**config.mk**
```make
export PLATFORM = sky130hd
export DESIGN_NAME = bblur_fifo
export DESIGN_NICKNAME = d
export VERILOG_FILES = /design/src/rtl/bblur_pkg.sv /design/src/rtl/bblur_fifo.sv
export SDC_FILE = /design/constraint.sdc
export NUM_CORES = 1
export LEC_CHECK = 0
export BUFFER_PORTS_ARGS = -buffer_cell sky130_fd_sc_hd__buf_4
export CORE_MARGIN = 4
export CORE_UTILIZATION = 50
export CTS_BUF_LIST = sky130_fd_sc_hd__clkbuf_4
export DETAILED_ROUTE_END_ITERATION = 6
export PLACE_DENSITY = 0.74
export SYNTH_ARGS = -nofsm -noshare
export SYNTH_HDL_FRONTEND = slang
export SYNTH_SLANG_ARGS = --single-unit
```
**constraint.sdc**
```tcl
create_clock -name clk -period 2.8 [get_ports clk]
set_clock_uncertainty 0.2 [all_clocks]
set_input_delay 0.7 -clock clk [delete_from_list [all_inputs] [get_ports clk]]
set_output_delay 0.7 -clock clk [all_outputs]
set_load 0.005 [all_outputs]
```
**src/rtl/bblur_pkg.sv**
```systemverilog
`timescale 1ns / 1ps

package bblur_pkg;

	// Frame geometry
	localparam int WIDTH_MAX = 1024;
	localparam int ROW_W = 16;
	localparam int COL_W = (WIDTH_MAX > 1) ? $clog2(WIDTH_MAX) : 1;
	localparam int EW = $clog2(WIDTH_MAX + 1);

	// Configuration port
	localparam int CFG_IDX_W = 2;
	localparam int CFG_DATA_W = 16;
	localparam int CFG_WIDTH_W = 11;
	localparam int CFG_HEIGHT_W = 16;
	localparam logic [CFG_IDX_W-1:0] REG_IMAGE_WIDTH = 2'd0;
	localparam logic [CFG_IDX_W-1:0] REG_IMAGE_HEIGHT = 2'd1;
	localparam logic [CFG_WIDTH_W-1:0] WIDTH_RESET = 11'd1024;
	localparam logic [CFG_HEIGHT_W-1:0] HEIGHT_RESET = 16'd768;

	// Input word kinds
	localparam logic MODE_PIXEL = 1'b0;
	localparam logic MODE_FLUSH = 1'b1;

	// Pixel format: red in the low byte, then green, then blue
	localparam int CH_W = 8;
	localparam int CHANNELS = 3;
	localparam int PIX_W = CH_W * CHANNELS;

	// Results owed; at most width+1 held back plus one arriving
	localparam int PEND_W = $clog2(WIDTH_MAX + 3);

	// Pixel ring: the oldest neighbour is 2*width+2 words back
	localparam int RING_SPAN = 2 * WIDTH_MAX + 3;
	localparam int FILL_W = $clog2(RING_SPAN + 1);
	localparam int QDEPTH = 4;
	localparam int QAW = $clog2(QDEPTH);
	localparam int RING_AW = $clog2(RING_SPAN + WIDTH_MAX + QDEPTH + 8);
	localparam int RING_DEPTH = 2 ** RING_AW;
	localparam int AGE_W = $clog2(RING_SPAN) + 2;

	// Window arithmetic
	localparam int TAPS = 9;
	localparam int TAP_IDX_W = $clog2(TAPS);
	localparam int SUM_W = $clog2(TAPS * 255 + 1);
	localparam int NUM_W = SUM_W + 1;
	localparam int CNT_W = $clog2(TAPS + 1);
	localparam int DIV_W = CNT_W + 1;
	localparam int STEP_W = $clog2(CH_W);

	typedef struct packed {
		logic [TAPS-1:0]    mask;
		logic [PEND_W-1:0]  newest;
		logic [EW-1:0]      width;
		logic [RING_AW-1:0] wptr;
		logic [FILL_W-1:0]  fill;
		logic               frame_end;
	} job_t;

endpackage

```
**src/rtl/bblur_fifo.sv**
```systemverilog
`timescale 1ns / 1ps

module bblur_fifo import bblur_pkg::*; (
	input  logic clk,
	input  logic arst_n,
	input  logic push,
	input  job_t push_job,
	input  logic pop,
	output job_t pop_job,
	output logic full,
	output logic empty
);

	job_t           slots_q [QDEPTH];
	logic [QAW-1:0] wr_q;
	logic [QAW-1:0] rd_q;
	logic [QAW:0]   cnt_q;
	logic           do_push;
	logic           do_pop;

	assign full = (cnt_q == (QAW+1)'(QDEPTH));
	assign empty = (cnt_q == '0);
	assign do_push = push && !full;
	assign do_pop = pop && !empty;
	assign pop_job = slots_q[rd_q];

	always_ff @(posedge clk or negedge arst_n) begin
		if (!arst_n) begin
			wr_q <= '0;
			rd_q <= '0;
			cnt_q <= '0;
		end else begin
			if (do_push) begin
				wr_q <= wr_q + QAW'(1);
			end
			if (do_pop) begin
				rd_q <= rd_q + QAW'(1);
			end
			if (do_push && !do_pop) begin
				cnt_q <= cnt_q + (QAW+1)'(1);
			end else if (do_pop && !do_push) begin
				cnt_q <= cnt_q - (QAW+1)'(1);
			end
		end
	end

	always_ff @(posedge clk) begin
		if (do_push) begin
			slots_q[wr_q] <= push_job;
		end
	end

endmodule

```
### Word level (Yosys, flattened, before mapping)

Memories as Yosys holds them, arrays and structs flattened.
Index checks and enable logic that the tools add are counted.

| word-level totals | value |
|---|---|
| output and inout port bits | 58 |
| RAM bits | 224 |
| memories kept | 1 |
| bits in registers | 7 |
| bits of input ports | 60 |

Memory list:

| name | words | bits a word | read ports | clocked after memory_dff | write ports | RTL line | source |
|---|---|---|---|---|---|---|---|
| slots_q | 4 | 56 | 1 | 0 | 1 | bblur_fifo.sv:14 | `job_t slots_q [QDEPTH];` |

| operators by class | value |
|---|---|
| equal/unequal tests | 1 |
| $add $sub $neg | 4 |
| reductions and logical operators | 10 |
| multiplexer cells | 4 |

Operators with widths:

| cell | number |
|---|---|
| $mux 3 | 2 |
| $add 2x1->2 const B | 2 |
| $logic_and 1x1->1 | 4 |
| $logic_not 1->1 | 4 |
| $add 3x1->3 const B | 1 |
| $eq 3x3->1 const B | 1 |
| $logic_not 3->1 | 1 |
| $sub 3x1->3 const B | 1 |
| $mux 1 | 2 |
| $reduce_bool 2->1 | 1 |

### Depth between registers and ports, before layout

Gate-level depths: netlist of run 1.

| logic depth | value |
|---|---|
| word-level depth | 7 |
| gate-level depth with buffers | 9 |
| gate-level depth less buffers | 8 |

### Worst setup path after synthesis of run 1

OpenSTA, ideal clock, no wires.

| path | value |
|---|---|
| path kind | input-to-reg |
| start point | in push |
| end point | mem slots_q[0][0] in the netlist's numbering (enable) |
| setup time | 420 ps |
| slack | -126 ps |
| data required time | 2180 ps |
| stages | 3 |
| buffers on the path | 1 |
| arrival time | 2307 ps |
| cell sequence | nor2b_1 > buf_2 > and2_1 |

| on the way | value |
|---|---|
| cells in the longest elaborated chain, start to end | 3 |

RTL lines:

| element | RTL line | source |
|---|---|---|
| start, declared | bblur_fifo.sv:6 | `input logic push,` |
| $logic_and 1x1->1 | bblur_fifo.sv:23 | `assign do_push = push && !full;` |
| via do_push | bblur_fifo.sv:18 | `logic do_push;` |
| $mux 1 | bblur_fifo.sv:48 | `if (do_push) begin` |
| $mux 1 (implied by the code) | bblur_fifo.sv:49 | `slots_q[wr_q] <= push_job;` |
| end, declared | bblur_fifo.sv:14 |  |

The timed path passes the listed nets, and every way through them passes these cells.

==> results of run 1 <==
==> stage by stage <==
stage	utilization	hold WS, ns
after global routing	0.668	0.0108
after CTS	0.666	0.000946
after floorplan	-	0.204
after detailed placement	0.587	0.276
after global placement	0.587	0.264
final	0.668	0.0649
==> cells by family (layout without fill, tap and decap cells) <==
group         Yosys count  after routing  share of synthesized area
xor+xnor                6              6                    0.00616
fa+ha+maj               6              6                    0.00969
buf+inv                18            282                     0.0166
flops                 231            231                      0.810
mux                    58             58                      0.151
other cells             0              1                          0
simple gates           10             10                    0.00734
==> routing by layer <==
layer  part of all wire  wire length (um)  vias up  track usage
li1                   -                 -     1889            -
met1               0.39              6380     2140        0.208
met2               0.53              8480      143        0.289
met3              0.063              1020       27       0.0528
met4              0.017               275        0       0.0588
met5                  0                 0        -            0
==> power groups by stage <==
stage                     Sequential (uW)  Clock, uW  Combinational, uW
after global placement               4850          0               3350
after global routing                 4820       3010               4180
after CTS                            4770       2830               3920
after detailed placement             4900          0               3360
after floorplan                      4770          0               1950
final                                4770       2730               3890
==> worst paths after layout <==
kind | from | to | depth (start not counted)
worst max register to register | cnt_q[0]$_DFFE_PN0P_ | cnt_q[2]$_DFFE_PN0P_ | 8
worst max-delay path | rd_q[0]$_DFFE_PN0P_ | pop_job[16] | 4
worst min-delay path | push_job[8] | slots_q[0][8]$_DFFE_PP_ | 1
max in group asynchronous | arst_n | rd_q[1]$_DFFE_PN0P_ | 2
min in group asynchronous | arst_n | cnt_q[0]$_DFFE_PN0P_ | 2
worst min register to register | cnt_q[2]$_DFFE_PN0P_ | cnt_q[2]$_DFFE_PN0P_ | 1
==> worst register-to-register path, stage by stage, from the launching register on <==
cell and delay, ns:
dfrtp_1 0.45, or3_1 0.46, nand2_1 0.14, ha_1 0.19, inv_1 0.06, fa_1 0.38
xor2_1 0.15, nor2_1 0.11, xor2_1 0.15
==> registers in the layout, summed over array words and instances (netlist names) <==
name / count
wr_q: 2
rd_q: 2
cnt_q: 3
slots_q: 224
==> cells in the mapped netlist, drive strengths merged <==
cell type / count / area (um2)
and2: 4 / 25.0
buf: 12 / 119
clkbuf: 2 / 7.51
dfrtp: 7 / 175
edfxtp: 224 / 6730
fa: 1 / 20.0
ha: 5 / 62.6
inv: 4 / 15.0
mux2: 2 / 22.5
mux4: 56 / 1260
nand2: 1 / 3.75
nand3: 1 / 5.00
nor2: 1 / 3.75
nor2b: 1 / 6.26
nor3b: 1 / 12.5
or3: 1 / 6.26
xnor2: 4 / 35.0
xor2: 2 / 17.5
==> repair_timing <==
action / 4_1_cts / 5_1_grt
endpoints found under the setup margin: 56 / 56
buffers inserted: 6 / 2
hold endpoints to repair: 136 / 0
hold buffers: 35 / 0
resized for setup: 36 / 10
pin swaps: 0 / 0
cloned: 1 / 1
==> cell type report <==
class | count | area share
Clock buffer | 77 | 0.0520
Antenna cell | 1 | 0.000225
Sequential cell | 231 | 0.621
Tap cell | 220 | 0.0248
Clock inverter | 26 | 0.0138
Timing Repair Buffer | 175 | 0.153
Multi-Input combinational cell | 80 | 0.134
Inverter | 4 | 0.00135
==> results.txt, run 1 <==
The type of the tightest min-delay check is input port to flip-flop. For this design the ratio of total power to cell area is 1020 mW/mm2. Setup violations remaining at the end of the flow were counted as 56. The flop and latch count out of synthesis is 231, and the number of synthesis warnings is 0. The shortest period the worst path allows was 2.99 ns.

TritonCTS built the clock tree. The leakage power figure was 0.00397 uW; the number of buffers and inverters on the critical path was 3. The ratio of final minimum period to clock period is 1.07, and the number of buffers added by the clock tree synthesis step is 57. The share of power burned in the clock network came out at 0.239. The placed standard-cell area was 0.00976 mm2; the signed area change from the synthesized netlist to the final layout was 30.4%. The count of nets left with antenna violations once routing finished came out at 0. In this design, the largest share of critical-path delay is due to multiplexers. The worst register-to-register path has a setup slack of 0.44 ns.

After floorplanning, the core was divided into 47 placement rows. 118 I/O pins were placed. The first TritonRoute pass finished after 5 iterations. The synthesized netlist contains 21 unique library cells.

STA puts the critical path data required time at 1.90 ns. Overall track demand over capacity in global routing: 0.170. The detailed router's first-iteration violation count is 213, and the final instance area is 0.0111 mm2. Dividing the detail-routed via count by the number of cells gives 5.16. Combinational group share of total power: 0.342. Routability-driven placement finished with a final weighted congestion of 0.656. The final-layout setup total negative slack was -8.53 ns. After technology mapping, the gate count stands at 329. Counting tap cells, the placed design contains a total of 667 instances. After global routing the overflow that remains totals 0. The commonest non-fill, non-tap cell in the layout was edfxtp_1.

For the count of endpoints failing hold in the final timing report, the log shows 0. Detailed placement finished with a half-perimeter wire length of 9.30 mm. In this run the horizontal extent of the chip is 139 um.

Walking the worst path, the cells encountered are buf_12, buf_12, mux4_2, buf_6. The clock-pin slew on the worst setup and hold paths came out at 0.07 ns. Along the worst path, the maximum fanout reaches 11. The first global-routing pass estimated 25.4 mm of wire.

The run finished, with violations left. Derived from the worst setup path, the maximum achievable clock frequency is 334 MHz. The die covers 0.0192 mm2.

At the pin with the least slew margin, the transition time is 0.360 ns. Internal power comes to 8310 uW. In the layout the commonest cells are edfxtp_1, buf_4, clkbuf_4, mux4_2, buf_6. The normalized max-slew margin came out at 0.760. After synthesis the cells add up to 0.00852 mm2. The later pin in the worst-skew pair is clocked with a latency of 0.66 ns. The number of nets handed over by synthesis was 395. After filler insertion, the fill cell instance count of the layout stands at 1098.

The core region area is 0.0166 mm2. The count of buffers added on input and output ports is 117. The final wirelength is 16.2 mm. Number of vias after detailed routing: 4199.

The worst setup path is captured at an output pin. The number of antenna violations at the first check in global routing came out at 1. The sequential cells in the finished layout cover a total of 0.00691 mm2. Final-report max-slew violation count: 0.

Proportion of layout cells with a drive suffix above 1: 0.486. By instance count, the cell type seen most on the critical path is buf_12. The worst-case setup margin in the final layout is -0.194 ns, and the maximum number of buffers from clock root to sink is 3. On the worst path, the slowest cell contributes a delay of 0.55 ns. The clock sink count is 231, and the net switching fraction of the power is 0.271. Dividing the detail-routed wire length by the instance count gives 19.8 um. STA puts the critical path data arrival time at 2.09 ns. Entering global routing, the biggest net connects 58 pins.

The initial standard-cell utilization of the core is 0.512. On the critical path, the stage with the largest delay is an instance of mux4_2. Summing all multi-input logic gate instances after layout gives 0.00149 mm2. The tools report the sequential cell area fraction in the yosys report as 0.810.

For the number of DRC violations after detailed routing, the log shows 0. Across the run, the number of max-cap violations was 0. The checks that failed: setup timing. Total power for the finished layout comes to 11400 uW. After the flow finishes, the layout carries non-filler instances totaling 814. The y dimension of the die was 139 um; the maximum vdd drop was 0.691 mV.

STA classifies the critical path startpoint as a flip-flop. After the last flow step, the layout net total stands at 615. The critical path in this run is classified as flip-flop to output pin. The number of global-route vias before repair came out at 4695.

The average instance in the mapped netlist occupies 25.9 um2. For this design the total switching power over the nets is 3080 uW. Number of H-tree branching levels: 2.

Setup repair after global routing could not meet its margin everywhere. The worst setup slack before clock tree synthesis is 0.303 ns. The tree is rooted in a clkbuf_4. For the sequential fraction of design power, the log shows 0.419.
(Power assumes the default switching activity.)
==> inputs of run 2 (changes only) <==
--- a/config.mk
+++ b/config.mk
@@ -6,11 +6,13 @@
 export NUM_CORES = 1
 export LEC_CHECK = 0
 export BUFFER_PORTS_ARGS = -buffer_cell sky130_fd_sc_hd__buf_4
+export CELL_PAD_IN_SITES_DETAIL_PLACEMENT = 1
+export CELL_PAD_IN_SITES_GLOBAL_PLACEMENT = 1
 export CORE_MARGIN = 4
-export CORE_UTILIZATION = 50
+export CORE_UTILIZATION = 47
 export CTS_BUF_LIST = sky130_fd_sc_hd__clkbuf_4
 export DETAILED_ROUTE_END_ITERATION = 6
-export PLACE_DENSITY = 0.74
+export PLACE_DENSITY_LB_ADDON = 0.1
 export SYNTH_ARGS = -nofsm -noshare
 export SYNTH_HDL_FRONTEND = slang
 export SYNTH_SLANG_ARGS = --single-unit
==> run 2 against run 1 <==
Net effect:
- the run still ends with setup timing left
- critical endpoint is now pop_job[14]
- register-to-register slack worse by 0.02 ns
- cell area is 0.80% higher
- largest power group unchanged
- global-route usage is 1.1 points higher
==> results.txt, run 2 (synthesized netlist as in run 1, its figures left out) <==
The run finished, with violations left. The checks that failed: setup timing. The site row count is 48 (+2.1%). The routed wire length per instance was 22.5 um (+13%); the number of routed nets with antenna violations was 0 (unchanged). The tools report the last weighted congestion value of the routability-driven placer as 0.694 (+5.8%).

The slew at the pin closest to its max-slew limit was 0.388 ns (+0.0278 ns). Leakage power figure: 0.00398 uW (+0.37%). The final-report max-slew violation count came out at 0 (unchanged). The estimated wirelength of the detail-placed design is 10.1 mm (+9.0%). The normalized max-slew margin was 0.741 (-0.0185); the worst endpoint required time was 1.90 ns (about the same). For the largest net degree at the start of global routing, the log shows 42 (-28%).

The run gives 2 (unchanged) as the number of H-tree branching levels. Total of max-cap violations: 0 (unchanged). TritonCTS built the clock tree. The total of endpoints with negative setup slack in the final report was 56 (unchanged).

The latest clock arrival within the worst-skew pair is 0.64 ns (-0.02 ns). The via count normalized by instance count came out at 5.23 (+1.3%). Ranked by flip-flop count, first place goes to slots_q. Clock sink count: 231 (unchanged). The tools report the start point of the critical path as rd_q[0]$_DFFE_PN0P_. The initial standard-cell utilization of the core is 0.486 (-0.0261), and the area enclosed by the die boundary is 0.0204 mm2 (+6.0%). The ratio of final minimum period to clock period works out to 1.06 (-0.00607). Type of the tightest min-delay check: input port to flip-flop.

The critical path is of the flip-flop to output pin type. Leaving out fill and tap cells, the most frequent cells in the layout are edfxtp_1, clkbuf_4, buf_4, mux4_2, buf_6. The run gives 4873 (+3.8%) as the number of global-route vias before repair. For the number of buffers added by the clock tree synthesis step, the log shows 56 (-1.8%).

The tools report the detailed router's first-iteration violation count as 227 (+6.6%). The tools report the setup slack of the worst register-to-register path as 0.42 ns (-0.02 ns). The number of fill cells in the layout came out at 1450 (+32%). The final wirelength was 18.0 mm (+11%).

Destination of the critical timing path: pop_job[14]. The count of cells along the worst register-to-register path is 8 (unchanged), and the first-pass GRT wire length is 27.6 mm (+8.4%). The flip-flop count of the largest register, all copies and words added is 224 (unchanged), and the proportion of layout cells with a drive suffix above 1 is 0.501 (+0.0152).

The tools report the number of antenna violations at the first check in global routing as 1 (unchanged). The clock-pin slew on the worst setup and hold paths works out to 0.07 ns (about the same). The y dimension of the die is 143 um (+3.0%), and the number of iterations in the first detailed-routing pass is 6 (+1).

The final layout net count came out at 608 (-1.1%). The logs give 0.502 mV (-27%) for the maximum vdd drop and 0.0564 ns (-0.00845 ns) for the worst hold slack after final layout. The core region area was 0.0175 mm2 (+5.4%); the floorplan die width was 143 um (+3.0%).

The logs give 0.429 ns (+0.126 ns) for the worst setup slack before clock tree synthesis and 0.181 (+0.0110) for the overall track demand over capacity in global routing. Setup repair after global routing could not meet its margin everywhere. The biggest fanout along the worst timing path was 7 (-4); the power per cell area was 1050 mW/mm2 (+2.1%). The run gives 336 MHz (+0.57%) as the achievable frequency. The count of endpoints failing hold in the final timing report was 0 (unchanged); the number of top-level design ports was 118 (unchanged). The number of vias after detailed routing came out at 4176 (-0.55%). The tools report the residual overflow from global routing as 0 (unchanged). The tools report the reg-to-reg critical path startpoint as cnt_q[1]$_DFFE_PN0P_. The library cell used most frequently in the layout, excluding fill and tap cells, is edfxtp_1. The maximum number of buffers from clock root to sink came out at 3 (unchanged). For the data arrival time of the critical path, the log shows 2.08 ns (about the same). Number of DRC violations after detailed routing: 0 (unchanged). The largest registers in the layout are slots_q: 224 flops, cnt_q: 3 flops.

Signed area change from the synthesized netlist to the final layout: 31.5%. STA classifies the critical path endpoint as an output pin. Worst-case setup margin in the final layout: -0.177 ns (+0.0170 ns). The tree is rooted in a clkbuf_4. The startpoint kind of the worst setup timing path is a flip-flop. The worst register-to-register path ends at cnt_q[2]$_DFFE_PN0P_. The number of buffer cells added on primary ports is 117 (unchanged), and the shortest period the worst path allows is 2.98 ns (-0.0170 ns). For the final-layout setup total negative slack, the log shows -8.19 ns (+0.347 ns).
run 2: worst max-delay path: stages (launching register included):
cell     delay [ns]
dfrtp_4        0.45
buf_12         0.16
buf_16         0.14
mux4_2         0.55
buf_6          0.14
run 2: worst min-delay path by stage:
| stage | endpoint | slack (ns) | cells past startpoint | from |
|---|---|---|---|---|
| global route | slots_q[3][42]$_DFFE_PP_ | -0.002 | 1 | push_job[42] |
| finish | slots_q[3][21]$_DFFE_PP_ | 0.06 | 1 | push_job[21] |
| global placement | cnt_q[2]$_DFFE_PN0P_ | 0.27 | 1 | cnt_q[2]$_DFFE_PN0P_ |
| CTS | slots_q[3][17]$_DFFE_PP_ | 0.00009 | 1 | push_job[17] |
| floorplan | cnt_q[0]$_DFFE_PN0P_ | 0.20 | 0 | arst_n |
| detailed placement | cnt_q[2]$_DFFE_PN0P_ | 0.28 | 1 | cnt_q[2]$_DFFE_PN0P_ |
run 2: what timing repair did:
action,in CTS,in global routing
setup buffers,3,1
endpoints found under the setup margin,56,56
hold buffers,26,3
resized for setup,62,0
hold endpoints to repair,91,9
cloned,4,2
run 2: power breakdown:
part           switching (uW)  internal, uW  leakage (uW)
logic                    1790          2540       0.00145
clock network            1220          1390      0.000398
registers                 199          4580       0.00213
total                    3210          8510       0.00398
run 2: stage by stage:
| step | total power, uW | cell area [um2] | utilization | instances |
|---|---|---|---|---|
| finish | 11700 | 11200 | 0.639 | 799 |
| detailed placement | 8370 | 9810 | 0.559 | 670 |
| global placement | 8290 | 9810 | 0.559 | 670 |
| CTS | 11800 | 11100 | 0.634 | 792 |
| floorplan | 6720 | 8530 | - | 329 |
| global route | 12400 | 11200 | 0.639 | 799 |
run 2: layer usage:
metal | up-vias | share of wire | track usage
met1 | 2161 | 0.41 | 0.226
met4 | 0 | 0.014 | 0.0540
li1 | 1855 | - | -
met3 | 22 | 0.058 | 0.0479
met5 | - | 0 | 0
met2 | 138 | 0.52 | 0.313
run 2: area by class of cell:
| type | count | area, um2 | share of cell area |
|---|---|---|---|
| diodes | 1 | 2.50 | 0.000223 |
| clock buffers | 81 | 608 | 0.0543 |
| clock inverters | 8 | 56.3 | 0.00502 |
| well taps | 225 | 282 | 0.0251 |
| multi-input cells | 80 | 1490 | 0.133 |
| repair buffers | 169 | 1840 | 0.165 |
| inverters | 4 | 15.0 | 0.00134 |
| flip-flops and latches | 231 | 6910 | 0.616 |
==> inputs of run 3 (changes only) <==
--- a/config.mk
+++ b/config.mk
@@ -5,11 +5,12 @@
 export SDC_FILE = /design/constraint.sdc
 export NUM_CORES = 1
 export LEC_CHECK = 0
+export ABC_AREA = 1
 export BUFFER_PORTS_ARGS = -buffer_cell sky130_fd_sc_hd__buf_4
 export CELL_PAD_IN_SITES_DETAIL_PLACEMENT = 1
 export CELL_PAD_IN_SITES_GLOBAL_PLACEMENT = 1
 export CORE_MARGIN = 4
-export CORE_UTILIZATION = 47
+export CORE_UTILIZATION = 45
 export CTS_BUF_LIST = sky130_fd_sc_hd__clkbuf_4
 export DETAILED_ROUTE_END_ITERATION = 6
 export PLACE_DENSITY_LB_ADDON = 0.1
==> run 3 against run 2 <==
Net effect:
- the run still ends with setup timing left
- utilization shrank 3.7 points
- wire length grew 33%
- synthesized area grew 16%
- sequential cell count is the same
- largest power group is now combinational cells
==> results.txt, run 3 <==
The tools report the data arrival time of the critical path as 1.96 ns (-0.12 ns). The number of buffers added by the clock tree synthesis step was 57 (+1.8%). The tools report the core region area as 0.0214 mm2 (+22%).

The startpoint identified for the worst register-to-register timing path is cnt_q[0]$_DFFE_PN0P_. The main flop type after synthesis was edfxtp_1. The commonest cells after synthesis are edfxtp_1, nand2_1, inv_1, o211ai_2, o211ai_1. The logs give 13.2 mm (+30%) for the estimated wirelength of the detail-placed design and 2 (unchanged) for the number of H-tree branching levels.

The power spent charging and discharging nets is 4670 uW (+46%). The routed length on met3 was 1.15 mm (+11%). The run gives 0 (unchanged) as the number of routed nets with antenna violations. The highest-delay cell along the critical path was dfrtp_2. The largest registers in the layout are slots_q: 224 flops, cnt_q: 3 flops. The count of endpoints failing hold in the final timing report is 0 (unchanged), and the shortest period the worst path allows is 2.86 ns (-0.115 ns). The final-report max-slew violation count is 0 (unchanged).

The via count normalized by instance count is 5.01 (-4.2%), and the number of vias after detailed routing is 6301 (+51%). The total power consumption of the routed design is 13300 uW (+13%), and the netlist area before placement is 0.00990 mm2 (+16%). The run gives 0.697 (-0.112) as the sequential cell area fraction in the yosys report. The count of cells along the worst register-to-register path came out at 10 (+2). In the layout the commonest cells are edfxtp_1, nand2_1, inv_1, buf_4, clkbuf_4. The tools report the first-pass GRT wire length as 36.7 mm (+33%).

The total of endpoints with negative setup slack in the final report is 9 (-84%). The flow ran to the end, but the final reports show violations. The tools report the number of unique standard cell types used by synthesis as 24 (+14%). The run gives 272 (+20%) as the detailed router's first-iteration violation count.

The register area is 0.00691 mm2 (unchanged), and the routed wire length per instance is 19.0 um (-16%). The sequential fraction of design power came out at 0.361 (-0.047). Biggest fanout along the worst timing path: 14 (+7). The initial standard-cell utilization of the core was 0.464 (-0.0225).

For the maximum vdd drop, the log shows 0.511 mV (+1.9%). For the number of iterations in the first detailed-routing pass, the log shows 4 (-2). For the worst endpoint required time, the log shows 1.90 ns (about the same). The proportion of synthesized flip-flops having asynchronous set or reset is 0.0303 (unchanged).

For the share of power burned in the clock network, the log shows 0.203 (-0.020). Floorplan die width: 156 um (+9.6%). The run gives 0.00532 uW (+34%) as the leakage power figure. The internal power came out at 8600 uW (+1.1%). Ranked by flip-flop count, first place goes to slots_q. The top routing layer in use is met4. The number of fill cells in the layout is 2115 (+46%), and the number of antenna violations at the first check in global routing is 1 (unchanged).

The last weighted congestion value of the routability-driven placer came out at 0.757 (+9.2%). The tools report the final instance area as 0.0128 mm2 (+15%). The startpoint kind of the worst setup timing path was a flip-flop.

For the number of synthesis warnings, the log shows 0 (unchanged). The startpoint of the worst hold path is push_job[15]. The normalized max-slew margin was 0.733 (-0.00875). The residual overflow from global routing came out at 0 (unchanged).

The number of top-level design ports was 118 (unchanged); the ratio of final minimum period to clock period was 1.02 (-0.0412). The tree is rooted in a clkbuf_4. The number of buffer cells added on primary ports was 117 (unchanged). Maximum number of buffers from clock root to sink: 3 (unchanged). The site row count was 53 (+10%); the average cell area after synthesis was 13.8 um2 (-47%). The number of synthesized flops with an enable pin is 224 (unchanged), and the number of instances in the synthesized netlist is 715 (+120%).

The run gives 349 MHz (+4.0%) as the achievable frequency. Traced cell by cell, the critical path runs through buf_12, clkinv_16, buf_16, o211ai_1, nand2_1, buf_4. The overall track demand over capacity in global routing is 0.193 (+0.0125), and the final-layout setup total negative slack is -0.216 ns (+7.97 ns). The clock sink count was 231 (unchanged).

TritonCTS built the clock tree. The area growth from synthesis to layout is 29.8%. The placed standard-cell area was 0.0111 mm2 (+13%).

The final layout net count is 1013 (+67%). For the setup slack of the worst register-to-register path, the log shows 0.66 ns (+0.24 ns). Leaving out fill and tap cells, the most frequent cell in the layout is edfxtp_1. The combinational group share of total power was 0.436 (+0.067). The total length of routed met2 wires is 12.3 mm (+31%), and the latest clock arrival within the worst-skew pair is 0.66 ns (+0.02 ns). The instance count along the most critical hold path was 1 (unchanged). The tools report the area enclosed by the die boundary as 0.0244 mm2 (+20%).

The worst setup path is captured at an output pin. The y dimension of the die is 156 um (+9.6%), and the total of max-cap violations is 0 (unchanged). The setup path with the least slack is of type flip-flop to output pin.

Among all cell types in the netlist, the one instantiated most often is edfxtp_1. The clock-pin slew on the worst setup and hold paths works out to 0.07 ns (about the same). For the number of DRC violations after detailed routing, the log shows 0 (unchanged).

In this run the critical register-to-register path is captured at cnt_q[2]$_DFFE_PN0P_. Footprint of the multi-input gates: 0.00220 mm2 (+47%). The biggest area contributor in the post-synthesis netlist is edfxtp_1.

The tools report the final standard cell utilization of the core as 0.602 (-0.0373). The biggest cell delay along the critical path is 0.40 ns (-0.15 ns), and the final wirelength is 23.9 mm (+33%). The met1 layer wirelength in the final routing was 9.93 mm (+36%); the flop and latch count out of synthesis was 231 (unchanged). The worst-case setup margin in the final layout was -0.0621 ns (+0.115 ns). Setup repair after global routing could not meet its margin everywhere.

The flip-flop count of the largest register, all copies and words added was 224 (unchanged); the area share of the leading cell type in the synthesized netlist was 0.680 (-0.110). The power per cell area came out at 1030 mW/mm2 (-1.1%). In this run the worst hold path is classified as input port to flip-flop.

The net switching fraction of the power was 0.352 (+0.0782); the proportion of layout cells with a drive suffix above 1 was 0.389 (-0.112). The largest net degree at the start of global routing was 57 (+36%). The final reports fail on setup timing.

The slew at the pin closest to its max-slew limit is 0.401 ns (+0.0131 ns). After synthesis, the cell types taking the most area are edfxtp_1, o211ai_2, nand2_1, inv_1, o211ai_1. Sink of the worst hold path: slots_q[2][15]$_DFFE_PP_. Number of global-route vias before repair: 7021 (+44%). The number of nets in the synthesized netlist came out at 781 (+98%).
[run 3: metal layers]
layer | vias up | GRT usage
li1 | 2976 | -
met2 | 139 | 0.344
met4 | 0 | 0.0607
met1 | 3145 | 0.233
met5 | - | 0
met3 | 41 | 0.0451
[run 3: stage by stage]
step,cells,setup slack (ns),hold slack [ns]
finish,1258,-0.0621,0.0511
global placement,1093,0.497,0.279
detailed placement,1093,0.404,0.314
CTS,1245,-0.101,0.000378
floorplan,715,-0.170,0.204
global route,1258,-0.161,-0.00397
[run 3: layout make-up]
| cell class | instances | share of cell area |
|---|---|---|
| timing repair inverter | 6 | 0.00730 |
| multi-input combinational | 318 | 0.171 |
| antenna | 1 | 0.000195 |
| clock buffer | 91 | 0.0532 |
| sequential | 231 | 0.538 |
| clock inverter | 3 | 0.000877 |
| tap | 275 | 0.0268 |
| timing repair buffer | 204 | 0.162 |
| inverter | 129 | 0.0407 |
[run 3: cells by family after synthesis]
kind of cell,synth area share
AOI/OAI and AO/OA,0.120
xor gates and xnor gates,0.000885
adders and majority gates,0.00834
buffers and inverters,0.0894
DFF,0.697
and+or+nand+nor,0.0838
[run 3: timing repair]
item                       4_1_cts  5_1_grt
gates resized for setup         53       30
hold endpoints to repair       172       16
setup endpoints to repair       56       56
setup buffers                    6        2
hold buffers                    45        6
cloned                           7        5
pin swaps                        1       11
[run 3: power by group through the flow]
| stage | combinational (uW) | sequential, uW | clock, uW |
|---|---|---|---|
| floorplan | 3020 | 4800 | 0 |
| global placement | 4620 | 4820 | 0 |
| detailed placement | 4790 | 4870 | 0 |
| CTS | 5510 | 4800 | 2770 |
| global route | 6340 | 4840 | 2990 |
| finish | 5790 | 4790 | 2700 |
[run 3: worst max path at each step]
stage                   startpoint                 endpoint  slack [ns]  cells after the start
2_1_floorplan                 push  slots_q[0][0]$_DFFE_PP_       -0.17                      2
3_3_place_gp   rd_q[0]$_DFFE_PN0P_               pop_job[8]        0.50                      6
3_5_place_dp   rd_q[0]$_DFFE_PN0P_               pop_job[8]        0.40                      6
4_1_cts        rd_q[0]$_DFFE_PN0P_              pop_job[40]       -0.10                      6
5_1_grt        rd_q[0]$_DFFE_PN0P_              pop_job[48]       -0.16                      7
6_report       rd_q[0]$_DFFE_PN0P_              pop_job[48]       -0.06                      6
[run 3: worst max-delay path, delay by kind of cell, from the launching register on]
kind	cells	cell delay, ns
buffers and inverters	4	0.55
AND/OR/NAND/NOR	1	0.09
flip-flops	1	0.40
AO/OA/AOI/OAI	1	0.24
